--- config.mk ---
export PLATFORM = sky130hd
export DESIGN_NAME = k_group_stream_reverser_unit_flat
export DESIGN_NICKNAME = d
export VERILOG_FILES = /design/src/rtl/ksr_pkg.sv /design/src/rtl/ksr_req_if.sv /design/src/rtl/ksr_rsp_if.sv /design/src/rtl/ksr_cell.sv /design/src/rtl/k_group_stream_reverser_unit.sv /design/src/flat_wrapper.sv
export SDC_FILE = /design/constraint.sdc
export NUM_CORES = 1
export LEC_CHECK = 0
export ABC_AREA = 1
export BUFFER_PORTS_ARGS = -buffer_cell sky130_fd_sc_hd__buf_2
export CAP_MARGIN = 25
export CORE_MARGIN = 2
export CORE_UTILIZATION = 51
export CTS_BUF_LIST = sky130_fd_sc_hd__clkbuf_8 sky130_fd_sc_hd__clkbuf_16
export CTS_CLUSTER_SIZE = 24
export DETAILED_ROUTE_END_ITERATION = 8
export GPL_TIMING_DRIVEN = 0
export PLACE_DENSITY = 0.64
export SETUP_SLACK_MARGIN = 0.5
export SLEW_MARGIN = 20
export SYNTH_ARGS = -nofsm -noshare
export SYNTH_HDL_FRONTEND = slang
export SYNTH_SLANG_ARGS = --single-unit
--- constraint.sdc ---
create_clock -name clock -period 15.41 [get_ports clock]
set_clock_uncertainty 0.2 [all_clocks]
set_input_delay 0.7705 -clock clock [delete_from_list [all_inputs] [get_ports clock]]
set_output_delay 0.7705 -clock clock [all_outputs]
set_load 0.01 [all_outputs]
--- src/rtl/ksr_pkg.sv ---
// ksr_pkg: shared types and constants for the group stream reverser.
// No dependencies; imported by the interfaces and all modules.
package ksr_pkg;

   localparam int KSR_MAX_GROUP = 16;
   localparam int VALUE_W       = 32;
   localparam int GSIZE_W       = 5;

   typedef logic signed [VALUE_W-1:0] value_type;
   typedef logic [GSIZE_W-1:0]        gsize_type;

   typedef enum logic [1:0] {
      CELL_HOLD = 2'd0,
      CELL_PUSH = 2'd1,
      CELL_POP  = 2'd2
   } cell_op_type;

   typedef enum logic [1:0] {
      ST_FILL = 2'd0,
      ST_REV  = 2'd1,
      ST_FWD  = 2'd2
   } state_type;

endpackage

--- src/rtl/ksr_req_if.sv ---
// ksr_req_if: input channel, valid/ready plus one sequence element.
// Depends on ksr_pkg.
interface ksr_req_if;
   logic               valid;
   logic               ready;
   ksr_pkg::value_type value;
   logic               end_of_list;

   modport source (output valid, output value, output end_of_list, input ready);
   modport sink   (input valid, input value, input end_of_list, output ready);
endinterface

--- src/rtl/ksr_rsp_if.sv ---
// ksr_rsp_if: result channel, valid/ready plus one reordered element.
// Depends on ksr_pkg.
interface ksr_rsp_if;
   logic               valid;
   logic               ready;
   ksr_pkg::value_type value_out;
   logic               last_of_burst;
   logic               list_done;

   modport source (output valid, output value_out, output last_of_burst,
                   output list_done, input ready);
   modport sink   (input valid, input value_out, input last_of_burst,
                   input list_done, output ready);
endinterface

--- src/rtl/ksr_cell.sv ---
// ksr_cell: one storage cell of the group buffer chain; shifts right on push,
// left on pop. Depends on ksr_pkg.
module ksr_cell (
   input  logic                 clock,
   input  ksr_pkg::cell_op_type op,
   input  ksr_pkg::value_type   left_data,
   input  ksr_pkg::value_type   right_data,
   output ksr_pkg::value_type   data_out
);
   import ksr_pkg::*;

   value_type data_ff;

   always_ff @(posedge clock) begin
      unique case (op)
         CELL_HOLD: data_ff <= data_ff;
         CELL_PUSH: data_ff <= left_data;
         CELL_POP:  data_ff <= right_data;
         default:   data_ff <= data_ff;
      endcase
   end

   assign data_out = data_ff;
endmodule

--- src/rtl/k_group_stream_reverser_unit.sv ---
// k_group_stream_reverser_unit: top level, reverses a value stream in full groups.
// Depends on ksr_pkg, ksr_req_if, ksr_rsp_if and ksr_cell.
//
// Usage:
//   req_chan carries one signed value per transaction plus an end_of_list flag.
//   rsp_chan returns the reordered values; last_of_burst marks the final result
//   caused by one input transaction, list_done the final result of the list.
//   csr_write_enable/csr_write_data set the group size (0 acts as 1, values
//   above MAX_GROUP act as MAX_GROUP); write it only while the block is idle.
// Timing:
//   Values are pushed into a chain of MAX_GROUP cells, one per cycle. A full
//   group drains in reverse order, a partial one closed by end_of_list in
//   input order, one result per cycle through the output register; no input
//   is taken during the drain, so a new item waits until the group has left.
//   The first result is registered after the state register turns to drain.
// Reset clears the fill count, the drain state, the output valid and sets the
//   group size to 1. When rsp_chan stalls, the drain holds and the output
//   register keeps its result.
module k_group_stream_reverser_unit #(
   parameter int MAX_GROUP = ksr_pkg::KSR_MAX_GROUP
) (
   input  logic                clock,
   input  logic                reset,
   ksr_req_if.sink             req_chan,
   ksr_rsp_if.source           rsp_chan,
   input  logic                csr_write_enable,
   input  ksr_pkg::gsize_type  csr_write_data
);
   import ksr_pkg::*;

   localparam int CNT_W = $clog2(MAX_GROUP + 1);
   localparam int IDX_W = (MAX_GROUP > 1) ? $clog2(MAX_GROUP) : 1;
   localparam int CMP_W = (CNT_W > GSIZE_W) ? CNT_W : GSIZE_W;

   gsize_type          gsize_ff;
   state_type          state_ff, state_in;
   logic [CNT_W-1:0]   count_ff, count_in;
   logic               eol_ff, eol_in;
   logic               rsp_valid_ff, rsp_valid_in;
   value_type          rsp_value_ff, rsp_value_in;
   logic               rsp_last_ff, rsp_last_in;
   logic               rsp_done_ff, rsp_done_in;

   cell_op_type        cell_op;
   value_type          cell_data [MAX_GROUP];
   logic [CMP_W-1:0]   gsize_ext, k_eff, n_ext;
   logic [CNT_W-1:0]   count_p1, count_m1;
   logic [IDX_W-1:0]   rd_idx;
   logic               accept, out_free, last_one;

   // group buffer chain
   for (genvar i = 0; i < MAX_GROUP; i++) begin : g_cell
      value_type left_d, right_d;
      if (i == 0) begin : g_head
         assign left_d = req_chan.value;
      end else begin : g_mid
         assign left_d = cell_data[i-1];
      end
      if (i == MAX_GROUP - 1) begin : g_tail
         assign right_d = '0;
      end else begin : g_body
         assign right_d = cell_data[i+1];
      end
      ksr_cell u_cell (
         .clock      (clock),
         .op         (cell_op),
         .left_data  (left_d),
         .right_data (right_d),
         .data_out   (cell_data[i])
      );
   end

   always_ff @(posedge clock) begin
      if (reset) begin
         gsize_ff <= GSIZE_W'(1);
      end else if (csr_write_enable) begin
         gsize_ff <= csr_write_data;
      end
   end

   assign gsize_ext = CMP_W'(gsize_ff);
   always_comb begin
      if (gsize_ff == '0) begin
         k_eff = CMP_W'(1);
      end else if (gsize_ext > CMP_W'(MAX_GROUP)) begin
         k_eff = CMP_W'(MAX_GROUP);
      end else begin
         k_eff = gsize_ext;
      end
   end

   assign count_p1 = count_ff + CNT_W'(1);
   assign count_m1 = count_ff - CNT_W'(1);
   assign n_ext    = CMP_W'(count_p1);
   assign rd_idx   = count_m1[IDX_W-1:0];
   assign last_one = (count_ff == CNT_W'(1));
   assign out_free = !rsp_valid_ff || rsp_chan.ready;
   assign accept   = req_chan.valid && req_chan.ready;

   assign req_chan.ready = (state_ff == ST_FILL);

   always_comb begin
      state_in     = state_ff;
      count_in     = count_ff;
      eol_in       = eol_ff;
      cell_op      = CELL_HOLD;
      rsp_valid_in = rsp_valid_ff && !rsp_chan.ready;
      rsp_value_in = rsp_value_ff;
      rsp_last_in  = rsp_last_ff;
      rsp_done_in  = rsp_done_ff;
      unique case (state_ff)
         ST_FILL: begin
            if (req_chan.valid) begin
               cell_op  = CELL_PUSH;
               count_in = count_p1;
               eol_in   = req_chan.end_of_list;
               if (n_ext >= k_eff) begin
                  state_in = ST_REV;
               end else if (req_chan.end_of_list) begin
                  state_in = ST_FWD;
               end
            end
         end
         ST_REV: begin
            if (out_free) begin
               cell_op      = CELL_POP;
               count_in     = count_m1;
               rsp_valid_in = 1'b1;
               rsp_value_in = cell_data[0];
               rsp_last_in  = last_one;
               rsp_done_in  = last_one && eol_ff;
               if (last_one) state_in = ST_FILL;
            end
         end
         ST_FWD: begin
            if (out_free) begin
               count_in     = count_m1;
               rsp_valid_in = 1'b1;
               rsp_value_in = cell_data[rd_idx];
               rsp_last_in  = last_one;
               rsp_done_in  = last_one;
               if (last_one) state_in = ST_FILL;
            end
         end
         default: state_in = ST_FILL;
      endcase
   end

   always_ff @(posedge clock) begin
      if (reset) begin
         state_ff     <= ST_FILL;
         count_ff     <= '0;
         eol_ff       <= 1'b0;
         rsp_valid_ff <= 1'b0;
      end else begin
         state_ff     <= state_in;
         count_ff     <= count_in;
         eol_ff       <= eol_in;
         rsp_valid_ff <= rsp_valid_in;
      end
   end

   always_ff @(posedge clock) begin
      rsp_value_ff <= rsp_value_in;
      rsp_last_ff  <= rsp_last_in;
      rsp_done_ff  <= rsp_done_in;
   end

   assign rsp_chan.valid         = rsp_valid_ff;
   assign rsp_chan.value_out     = rsp_value_ff;
   assign rsp_chan.last_of_burst = rsp_last_ff;
   assign rsp_chan.list_done     = rsp_done_ff;

   a_count_range: assert property (@(posedge clock) disable iff (reset)
      count_ff <= CNT_W'(MAX_GROUP))
      else $error("fill count beyond buffer depth");

   a_drain_nonempty: assert property (@(posedge clock) disable iff (reset)
      (state_ff == ST_REV || state_ff == ST_FWD) |-> (count_ff != '0))
      else $error("drain with empty buffer");

   a_push_count: assert property (@(posedge clock) disable iff (reset)
      accept |=> (count_ff == $past(count_p1)))
      else $error("fill count not advanced on transaction");

endmodule
--- src/flat_wrapper.sv ---
// flat-port wrapper written by rule: the top's interface ports become plain ports
module k_group_stream_reverser_unit_flat import ksr_pkg::*;
#(
   parameter int MAX_GROUP = ksr_pkg::KSR_MAX_GROUP
)
  (clock, reset, csr_write_enable, csr_write_data, req_chan_valid, req_chan_value, req_chan_end_of_list, req_chan_ready, rsp_chan_valid, rsp_chan_value_out, rsp_chan_last_of_burst, rsp_chan_list_done, rsp_chan_ready);
  ksr_req_if req_chan_i ();
  ksr_rsp_if rsp_chan_i ();
  input  logic clock;
  input  logic reset;
  input  logic csr_write_enable;
  input  ksr_pkg::gsize_type csr_write_data;
  input wire logic [$bits(req_chan_i.valid)-1:0] req_chan_valid;
  input wire logic [$bits(req_chan_i.value)-1:0] req_chan_value;
  input wire logic [$bits(req_chan_i.end_of_list)-1:0] req_chan_end_of_list;
  output wire logic [$bits(req_chan_i.ready)-1:0] req_chan_ready;
  output wire logic [$bits(rsp_chan_i.valid)-1:0] rsp_chan_valid;
  output wire logic [$bits(rsp_chan_i.value_out)-1:0] rsp_chan_value_out;
  output wire logic [$bits(rsp_chan_i.last_of_burst)-1:0] rsp_chan_last_of_burst;
  output wire logic [$bits(rsp_chan_i.list_done)-1:0] rsp_chan_list_done;
  input wire logic [$bits(rsp_chan_i.ready)-1:0] rsp_chan_ready;
  assign req_chan_i.valid = req_chan_valid;
  assign req_chan_i.value = req_chan_value;
  assign req_chan_i.end_of_list = req_chan_end_of_list;
  assign req_chan_ready = req_chan_i.ready;
  assign rsp_chan_valid = rsp_chan_i.valid;
  assign rsp_chan_value_out = rsp_chan_i.value_out;
  assign rsp_chan_last_of_burst = rsp_chan_i.last_of_burst;
  assign rsp_chan_list_done = rsp_chan_i.list_done;
  assign rsp_chan_i.ready = rsp_chan_ready;
  k_group_stream_reverser_unit #(.MAX_GROUP(MAX_GROUP)) u_core (.clock(clock), .reset(reset), .req_chan(req_chan_i), .rsp_chan(rsp_chan_i), .csr_write_enable(csr_write_enable), .csr_write_data(csr_write_data));
endmodule
==> results of run 1 <==
-- state kept, by name (all words and copies together), names as in the netlist --
register                       cells
u_core.g_cell.u_cell.data_out    512
u_core.rsp_chan.value_out         32
u_core.count_ff                    5
u_core.gsize_ext                   5
u_core.state_ff                    2
u_core.eol_ff                      1
u_core.rsp_chan.last_of_burst      1
u_core.rsp_chan.list_done          1
u_core.rsp_chan.valid              1
-- layout by cell type (no fill, tap or decap), drive strengths merged --
master    Yosys  final
ha           13     13
nand4         1      1
inv         284    297
a31oi         1      1
xnor2         1      1
clkbuf       70    131
buf         153    237
mux2          2      2
nand3       331    331
nand2       735    735
xor2          6      6
clkinvlp      0      1
a211oi        1      1
bufinv        0      6
a21oi       392    392
o21ai       297    297
nor2        333    333
clkinv        0     31
or4           1      1
dfxtp        14     14
o211ai        2      2
edfxtp      546    546
-- metrics by stage --
stage	total power, mW	setup slack (ns)	utilization	setup TNS [ns]	cells
after floorplan	5.80	3.20	-	0	3183
after global placement	7.05	-1.29	0.539	-636.84	4009
after detailed placement	6.86	11.08	0.542	0	4015
after CTS	8.30	11.06	0.577	0	4127
after global routing	8.88	10.89	0.577	0	4127
final	8.38	11.00	0.577	0	4127
-- worst paths after layout --
kind / slack (ns) / to
worst max register to register: 11.00 / u_core.rsp_chan.value_out[10]$_DFFE_PP_
worst min register to register: 0.28 / u_core.eol_ff$_SDFFE_PP0P_
worst min-delay path: 0.15 / u_core.gsize_ext[0]$_SDFFE_PP1P_
worst max-delay path: 11.00 / u_core.rsp_chan.value_out[10]$_DFFE_PP_
-- cell families (layout without fill, tap and decap cells) --
family	count (synthesis)	count (layout)
simple gates	1401	1401
compound gates	693	693
flops	560	560
buf+inv	507	703
fa+ha+maj	13	13
xor+xnor	7	7
mux	2	2
-- synthesized netlist by cell type --
cell type / instances
sky130_fd_sc_hd__o21ai_0: 297
sky130_fd_sc_hd__xor2_1: 5
sky130_fd_sc_hd__inv_6: 1
sky130_fd_sc_hd__a211oi_1: 1
sky130_fd_sc_hd__nor2_1: 333
sky130_fd_sc_hd__nand3_1: 331
sky130_fd_sc_hd__mux2_2: 2
sky130_fd_sc_hd__ha_1: 13
sky130_fd_sc_hd__o211ai_1: 2
sky130_fd_sc_hd__a31oi_1: 1
sky130_fd_sc_hd__inv_2: 2
sky130_fd_sc_hd__dfxtp_1: 14
sky130_fd_sc_hd__edfxtp_1: 546
sky130_fd_sc_hd__a21oi_1: 392
sky130_fd_sc_hd__inv_1: 281
sky130_fd_sc_hd__xnor2_2: 1
sky130_fd_sc_hd__buf_1: 18
sky130_fd_sc_hd__clkbuf_1: 70
sky130_fd_sc_hd__nand2_4: 1
sky130_fd_sc_hd__buf_4: 23
sky130_fd_sc_hd__xor2_4: 1
sky130_fd_sc_hd__buf_2: 104
sky130_fd_sc_hd__nand4_1: 1
sky130_fd_sc_hd__or4_1: 1
sky130_fd_sc_hd__nand2_1: 734
sky130_fd_sc_hd__buf_6: 8
-- layout make-up --
cell class / count / area [um2] / area share
repair buffers: 84 / 556 / 0.0175
inverters: 284 / 1080 / 0.0340
flip-flops and latches: 560 / 16700 / 0.526
multi-input cells: 2116 / 9450 / 0.298
well taps: 748 / 936 / 0.0295
clock buffers: 61 / 1530 / 0.0482
plain buffers: 223 / 1110 / 0.0351
clock inverters: 51 / 365 / 0.0115
-- routing by layer --
metal | share of wire | GRT usage | vias up
met1 | 0.42 | 0.437 | 11030
met2 | 0.44 | 0.467 | 1192
met5 | 0.00015 | 0 | -
li1 | - | - | 11042
met3 | 0.10 | 0.0588 | 182
met4 | 0.034 | 0.110 | 2
-- power by group through the flow --
stage | clock [mW] | combinational, mW | sequential, mW
floorplan | 0 | 2.22 | 3.58
global placement | 0 | 3.28 | 3.77
detailed placement | 0 | 3.46 | 3.40
CTS | 1.43 | 3.48 | 3.38
global route | 1.49 | 3.90 | 3.49
finish | 1.42 | 3.55 | 3.41
-- critical path, delay by kind of cell (launching register included) --
family	cells	cell delay, ns
AO/OA/AOI/OAI	1	0.12
adder cells (fa/ha/maj)	1	0.35
buffers and inverters	9	2.40
flip-flops	1	0.40
AND/OR/NAND/NOR	4	0.61
==> flow_metrics.env, run 1 <==
export IMPL_run_status="complete, no violations"
export IMPL_yosysTopAreaCellShare=0.579
export IMPL_power_density_over_the_cells_nw_per_um2=264
export IMPL_dr_pass1_iters=8
export IMPL_post_synth_xor_area_fraction=0.00310
export IMPL_place_detailed_hpwl_um=64500
export IMPL_area_growth_pct=12.0
export IMPL_power_frac_comb=0.424
export IMPL_synth_simple_gate_area_share=0.201
export IMPL_initialDrtViolationCount=3195
export IMPL_syn_cell_area_um2=28300
export IMPL_yosysWarningCount=0
export IMPL_hold_path_class="primary input to flop"
export IMPL_slowest_delay_ns=0.55
export IMPL_rr_startpoint="u_core.count_ff[0]$_SDFFE_PP0P_"
export IMPL_p_int_mw=4.73
export IMPL_finish_instance_area_um2=31700
export IMPL_antenna_cells_inserted=0
export IMPL_synthDistinctLibCells=26
export IMPL_grt_max_degree=107
export IMPL_fill_count=4909
export IMPL_worst_pin_slew_ns=1.18
export IMPL_finalWirelength_um=87500
export IMPL_ant_nets=0
export IMPL_antenna_found_initial=2
export IMPL_setup_worst_path_end_class="flop"
export IMPL_power_share_switching=0.435
export IMPL_grt_setup_unrepaired="false"
export IMPL_worstSetupPathType="flop to flop"
export IMPL_clkTransAtPathRegs_ns=0.06
export IMPL_floorplan_initialDensity=0.515
export IMPL_dr_total_vias=23448
export IMPL_gr_total_overflow=0
export IMPL_portion_of_the_post_synthesis_area_used_by_sequential_elements=0.589
export IMPL_share_seq_of_total_power=0.406
export IMPL_synth_top_family_by_area="simple AND/OR/NAND/NOR gates"
export IMPL_first_global_vias=22141
export IMPL_cellLeakagePower_nw=12.8
export IMPL_critPathMaxFanout=10
export IMPL_final_period_utilization=0.286
export IMPL_viasPerCell=5.68
export IMPL_core_area_um2=55000
export IMPL_tritoncts_clock_tree="yes"
export IMPL_drive_above_1_share=0.0909
export IMPL_clock_tree_buf_depth=3
export IMPL_wl_per_cell_um=21.2
export IMPL_min_path_cells=3
export IMPL_avgSynthCellArea_um2=8.89
export IMPL_report_final_hold_viol_count=0
export IMPL_placement_io_buffers=78
export IMPL_worstSetupStartpointType="flop"
export IMPL_first_pass_grt_wire_length_um=132000
export IMPL_timing_limited_maximum_frequency_mhz=227
export IMPL_std_cell_rows=86
export IMPL_power_frac_clock=0.170
export IMPL_worst_endpoint_arrival_ns=4.58
export IMPL_placed_cell_area_um2=29800
export IMPL_synth_compound_gate_area_share=0.123
export IMPL_crit_path_cell_trace="buf_4 -> buf_6 -> inv_6 -> buf_6 -> buf_4 -> ha_1 -> buf_2 -> inv_2 -> buf_2 -> clkbuf_1 -> nand3_1 -> nand3_1 -> nand2_1 -> nand2_1 -> a21oi_1"
export IMPL_finalHoldWorstSlack_ns=0.154
export IMPL_die_x_um=240
export IMPL_post_cts_resized_instances=0
export IMPL_dieArea_um2=57400
export IMPL_groute_usage_overall=0.306
export IMPL_die_h_um=240
export IMPL_clk_root_buf="sky130_fd_sc_hd__clkbuf_16"
export IMPL_post_synth_top_area_cell="sky130_fd_sc_hd__edfxtp_1"
export IMPL_muxShareOfSynthArea=0.000796
export IMPL_hp_start="csr_write_data[0]"
export IMPL_worst_ir_drop_vdd_v=0.000135
export IMPL_crit_start="u_core.count_ff[0]$_SDFFE_PP0P_"
export IMPL_maxCapViolCount=0
export IMPL_worst_ep_required_time_ns=15.58
export IMPL_h_tree_depth=2
export IMPL_post_cts_buffers=0
export IMPL_relSlewSlack=0.211
export IMPL_setup_violations_final=0
export IMPL_nNetsFinal=3385
export IMPL_syn_inst=3183
export IMPL_gp_congestion=0.915
export IMPL_worst_path_max_delay_cell="sky130_fd_sc_hd__clkbuf_1"
export IMPL_io_pins=79
export IMPL_synth_nets=3239
export IMPL_report_final_slew_viol_count=0
export IMPL_power_net_switching_mw=3.65
export IMPL_clock_latency_ns=0.64
export IMPL_cts_sink_count=560
export IMPL_r2r_cells=15
export IMPL_cts_buf_count=60
export IMPL_drcViolationCount=0
export IMPL_synth_top_cells_by_area="sky130_fd_sc_hd__edfxtp_1 58%, sky130_fd_sc_hd__nand2_1 9.7%, sky130_fd_sc_hd__a21oi_1 6.9%"
export IMPL_ys_seq_elements=560
export IMPL_post_route_min_period_ns=4.41
export IMPL_postCtsHoldBufs=0
export IMPL_synthAdderAreaFrac=0.00575
Note: power is estimated with default switching activity, not from simulation.
==> run 2, diff against run 1 <==
--- a/config.mk
+++ b/config.mk
@@ -5,7 +5,7 @@
 export SDC_FILE = /design/constraint.sdc
 export NUM_CORES = 1
 export LEC_CHECK = 0
-export ABC_AREA = 1
+export ABC_AREA = 0
 export BUFFER_PORTS_ARGS = -buffer_cell sky130_fd_sc_hd__buf_2
 export CAP_MARGIN = 25
 export CORE_MARGIN = 2
==> constraint.sdc (replaced) <==
create_clock -name clock -period 4.4 [get_ports clock]
set_clock_uncertainty 0.2 [all_clocks]
set_input_delay 0.22 -clock clock [delete_from_list [all_inputs] [get_ports clock]]
set_output_delay 0.22 -clock clock [all_outputs]
set_load 0.01 [all_outputs]
==> flow_metrics.env, run 2 <==
export IMPL_ant_nets=0
export IMPL_clock_tree_buf_depth=3
export IMPL_netlist_top_cells_count="546 x sky130_fd_sc_hd__edfxtp_1, 470 x sky130_fd_sc_hd__mux2_2, 99 x sky130_fd_sc_hd__mux4_2, 69 x sky130_fd_sc_hd__mux2i_1, 61 x sky130_fd_sc_hd__buf_2"
export IMPL_die_h_um=237
export IMPL_finalHoldWorstSlack_ns=0.220
export IMPL_synthMostInstantiatedCell="sky130_fd_sc_hd__edfxtp_1"
export IMPL_power_frac_clock=0.162
export IMPL_post_synth_xor_area_fraction=0.00289
export IMPL_yosysWarningCount=0
export IMPL_report_final_hold_viol_count=0
export IMPL_placement_io_buffers=77
export IMPL_worst_pin_slew_ns=0.937
export IMPL_post_cts_buffers=0
export IMPL_synth_top_family_by_area="multiplexers"
export IMPL_ys_seq_elements=560
export IMPL_yosysTopAreaCellShare=0.592
export IMPL_finalWirelength_um=64800
export IMPL_yosys_most_used_dff="sky130_fd_sc_hd__edfxtp_1"
export IMPL_power_frac_comb=0.414
export IMPL_layout_cells_most_common="sky130_fd_sc_hd__edfxtp_1"
export IMPL_synthAdderAreaFrac=0.00588
export IMPL_final_period_utilization=0.845
export IMPL_groute_usage_overall=0.232
export IMPL_dr_total_vias=15239
export IMPL_std_cell_rows=85
export IMPL_nNetsFinal=1798
export IMPL_totalNegativeSetupSlack_ns=0
export IMPL_first_global_vias=15449
export IMPL_power_total_mw=28.7
export IMPL_drive_above_1_share=0.470
export IMPL_synth_enable_flop_cells=546
export IMPL_post_synth_top_area_cell="sky130_fd_sc_hd__edfxtp_1"
export IMPL_crit_path_cell_trace="buf_6 -> buf_12 -> buf_6 -> inv_2 -> ha_1 -> buf_2 -> clkbuf_1 -> mux4_1 -> mux2i_1 -> o22ai_1 -> a21o_1"
export IMPL_post_route_min_period_ns=3.72
export IMPL_layout_cells_most_common_list="546 x sky130_fd_sc_hd__edfxtp_1, 470 x sky130_fd_sc_hd__mux2_2, 138 x sky130_fd_sc_hd__buf_2"
export IMPL_grt_setup_unrepaired="false"
export IMPL_wl_per_cell_um=26.1
export IMPL_area_of_the_multi_input_gates_um2=10400
export IMPL_place_detailed_hpwl_um=42200
export IMPL_tritoncts_clock_tree="yes"
export IMPL_area_sequential_um2=16700
export IMPL_slowest_delay_ns=0.61
export IMPL_ys_async_sr_fraction=0
export IMPL_first_pass_grt_wire_length_um=97500
export IMPL_drcViolationCount=0
export IMPL_viasPerCell=6.14
export IMPL_largest_register_ff_count=512
export IMPL_worst_ep_required_time_ns=4.56
export IMPL_p_int_mw=19.0
export IMPL_finish_instance_area_um2=31700
export IMPL_final_cell_count_no_fill=2482
export IMPL_clkTransAtPathRegs_ns=0.06
export IMPL_clock_latency_ns=0.62
export IMPL_synth_compound_gate_area_share=0.0215
export IMPL_layout_core_utilization=0.590
export IMPL_cts_buf_count=59
export IMPL_syn_cell_area_um2=27700
export IMPL_critPathMaxFanout=10
export IMPL_power_share_switching=0.339
export IMPL_grt_max_degree=37
export IMPL_avgSynthCellArea_um2=18.0
export IMPL_fill_count=4080
export IMPL_worstSetupStartpointType="flop"
export IMPL_floorplan_initialDensity=0.515
export IMPL_area_growth_pct=14.5
export IMPL_dpl_worst_slack_ns=0.311
export IMPL_synthDistinctLibCells=45
export IMPL_hold_path_class="primary input to flop"
export IMPL_gp_congestion=0.754
export IMPL_report_final_slew_viol_count=0
export IMPL_h_tree_depth=2
export IMPL_portion_of_the_post_synthesis_area_used_by_sequential_elements=0.603
export IMPL_gr_total_overflow=0
export IMPL_maxCapViolCount=0
export IMPL_placed_cell_area_um2=29400
export IMPL_cellLeakagePower_nw=11.1
export IMPL_core_area_um2=53700
export IMPL_worst_path_max_delay_cell="sky130_fd_sc_hd__clkbuf_1"
export IMPL_die_x_um=237
export IMPL_share_seq_of_total_power=0.425
export IMPL_placed_cells=2325
export IMPL_power_net_switching_mw=9.75
export IMPL_muxShareOfSynthArea=0.328
export IMPL_dr_pass1_iters=5
export IMPL_io_pins=79
export IMPL_run_status="complete, no violations"
export IMPL_critical_path_top_cell_by_count="sky130_fd_sc_hd__buf_6"
export IMPL_setup_worst_path_end_class="flop"
export IMPL_relSlewSlack=0.375
export IMPL_antenna_found_initial=2
export IMPL_worst_endpoint_arrival_ns=3.88
export IMPL_power_density_over_the_cells_nw_per_um2=906
export IMPL_synth_nets=1591
export IMPL_synth_top_cells_by_area="sky130_fd_sc_hd__edfxtp_1 59%, sky130_fd_sc_hd__mux2_2 19%, sky130_fd_sc_hd__mux4_2 8.1%"
export IMPL_clk_root_buf="sky130_fd_sc_hd__clkbuf_16"
export IMPL_synth_simple_gate_area_share=0.0156
export IMPL_cts_sink_count=560
export IMPL_setup_violations_final=0
export IMPL_timing_limited_maximum_frequency_mhz=269
export IMPL_layout_setup_ws_ns=0.684
export IMPL_worstSetupPathType="flop to flop"
export IMPL_worst_ir_drop_vdd_v=0.000430
export IMPL_dieArea_um2=56100
export IMPL_initialDrtViolationCount=1190
export IMPL_syn_inst=1535
==> run 2: changes by cell type in the layout (fill, tap and decap cells not counted), moves of 52 or more <==
cell,previous run,this run
sky130_fd_sc_hd__nand3_1,331,3
sky130_fd_sc_hd__mux2i_1,0,69
sky130_fd_sc_hd__nor2_1,333,13
sky130_fd_sc_hd__inv_1,293,22
sky130_fd_sc_hd__o21ai_0,297,1
sky130_fd_sc_hd__mux2_2,2,470
sky130_fd_sc_hd__nand2_1,734,7
sky130_fd_sc_hd__mux4_2,0,99
sky130_fd_sc_hd__dlygate4sd3_1,0,52
sky130_fd_sc_hd__a21oi_1,391,6
==> run 2: critical path: cells and delay by family (launching register included) <==
kind | cells | cell delay (ns)
adder cells (fa/ha/maj) | 1 | 0.44
buffers and inverters | 6 | 1.51
multiplexers | 2 | 0.56
AO/OA/AOI/OAI | 2 | 0.31
flip-flops | 1 | 0.42
==> run 2: metal layers <==
metal / track usage / vias up / routed length, um
li1: - / 6701 / -
met1: 0.332 / 8066 / 29100
met2: 0.370 / 372 / 31000
met3: 0.0324 / 100 / 2980
met4: 0.0761 / 0 / 1640
met5: 0 / - / 0
==> run 2: repair_timing <==
action	in CTS	in global routing
cloned	0	0
hold buffers	52	0
endpoints found under the setup margin	19	17
resized for setup	8	5
endpoints found under the hold margin	45	0
==> run 2: final timing paths <==
path	startpoint	end	slack, ns	depth (start not counted)
setup / recovery	u_core.count_ff[0]$_SDFFE_PP0P_	u_core.rsp_chan.value_out[21]$_DFFE_PP_	0.68	11
hold / removal	req_chan_value[25]	u_core.g_cell[0].u_cell.data_out[25]$_DFFE_PP_	0.22	3
setup reg to reg	u_core.count_ff[0]$_SDFFE_PP0P_	u_core.rsp_chan.value_out[21]$_DFFE_PP_	0.68	11
hold reg to reg	u_core.eol_ff$_SDFFE_PP0P_	u_core.rsp_chan.list_done$_DFFE_PP_	0.34	1
==> run 2: final cells by class <==
type,count,share of cell area
inverters,7,0.000948
well taps,696,0.0275
plain buffers,108,0.0203
clock inverters,43,0.00739
repair buffers,146,0.0403
clock buffers,61,0.0482
multi-input cells,860,0.329
diodes,1,0.0000790
flip-flops and latches,560,0.526
==> run 2: cells by family after synthesis <==
family,count (synthesis)
flip-flops,560
buffers and inverters,115
adder cells (fa/ha/maj),13
XOR/XNOR,7
AND/OR/NAND/NOR,76
multiplexers,677
AO/OA/AOI/OAI,87
==> run 2: power by group through the flow <==
stage               Clock, mW  Sequential, mW  Combinational, mW
global placement            0            9.54               8.81
detailed placement          0            12.2               11.9
floorplan                   0            10.1               7.02
finish                   4.65            12.2               11.9
CTS                      4.75            12.2               12.0
global route             4.95            12.6               12.7
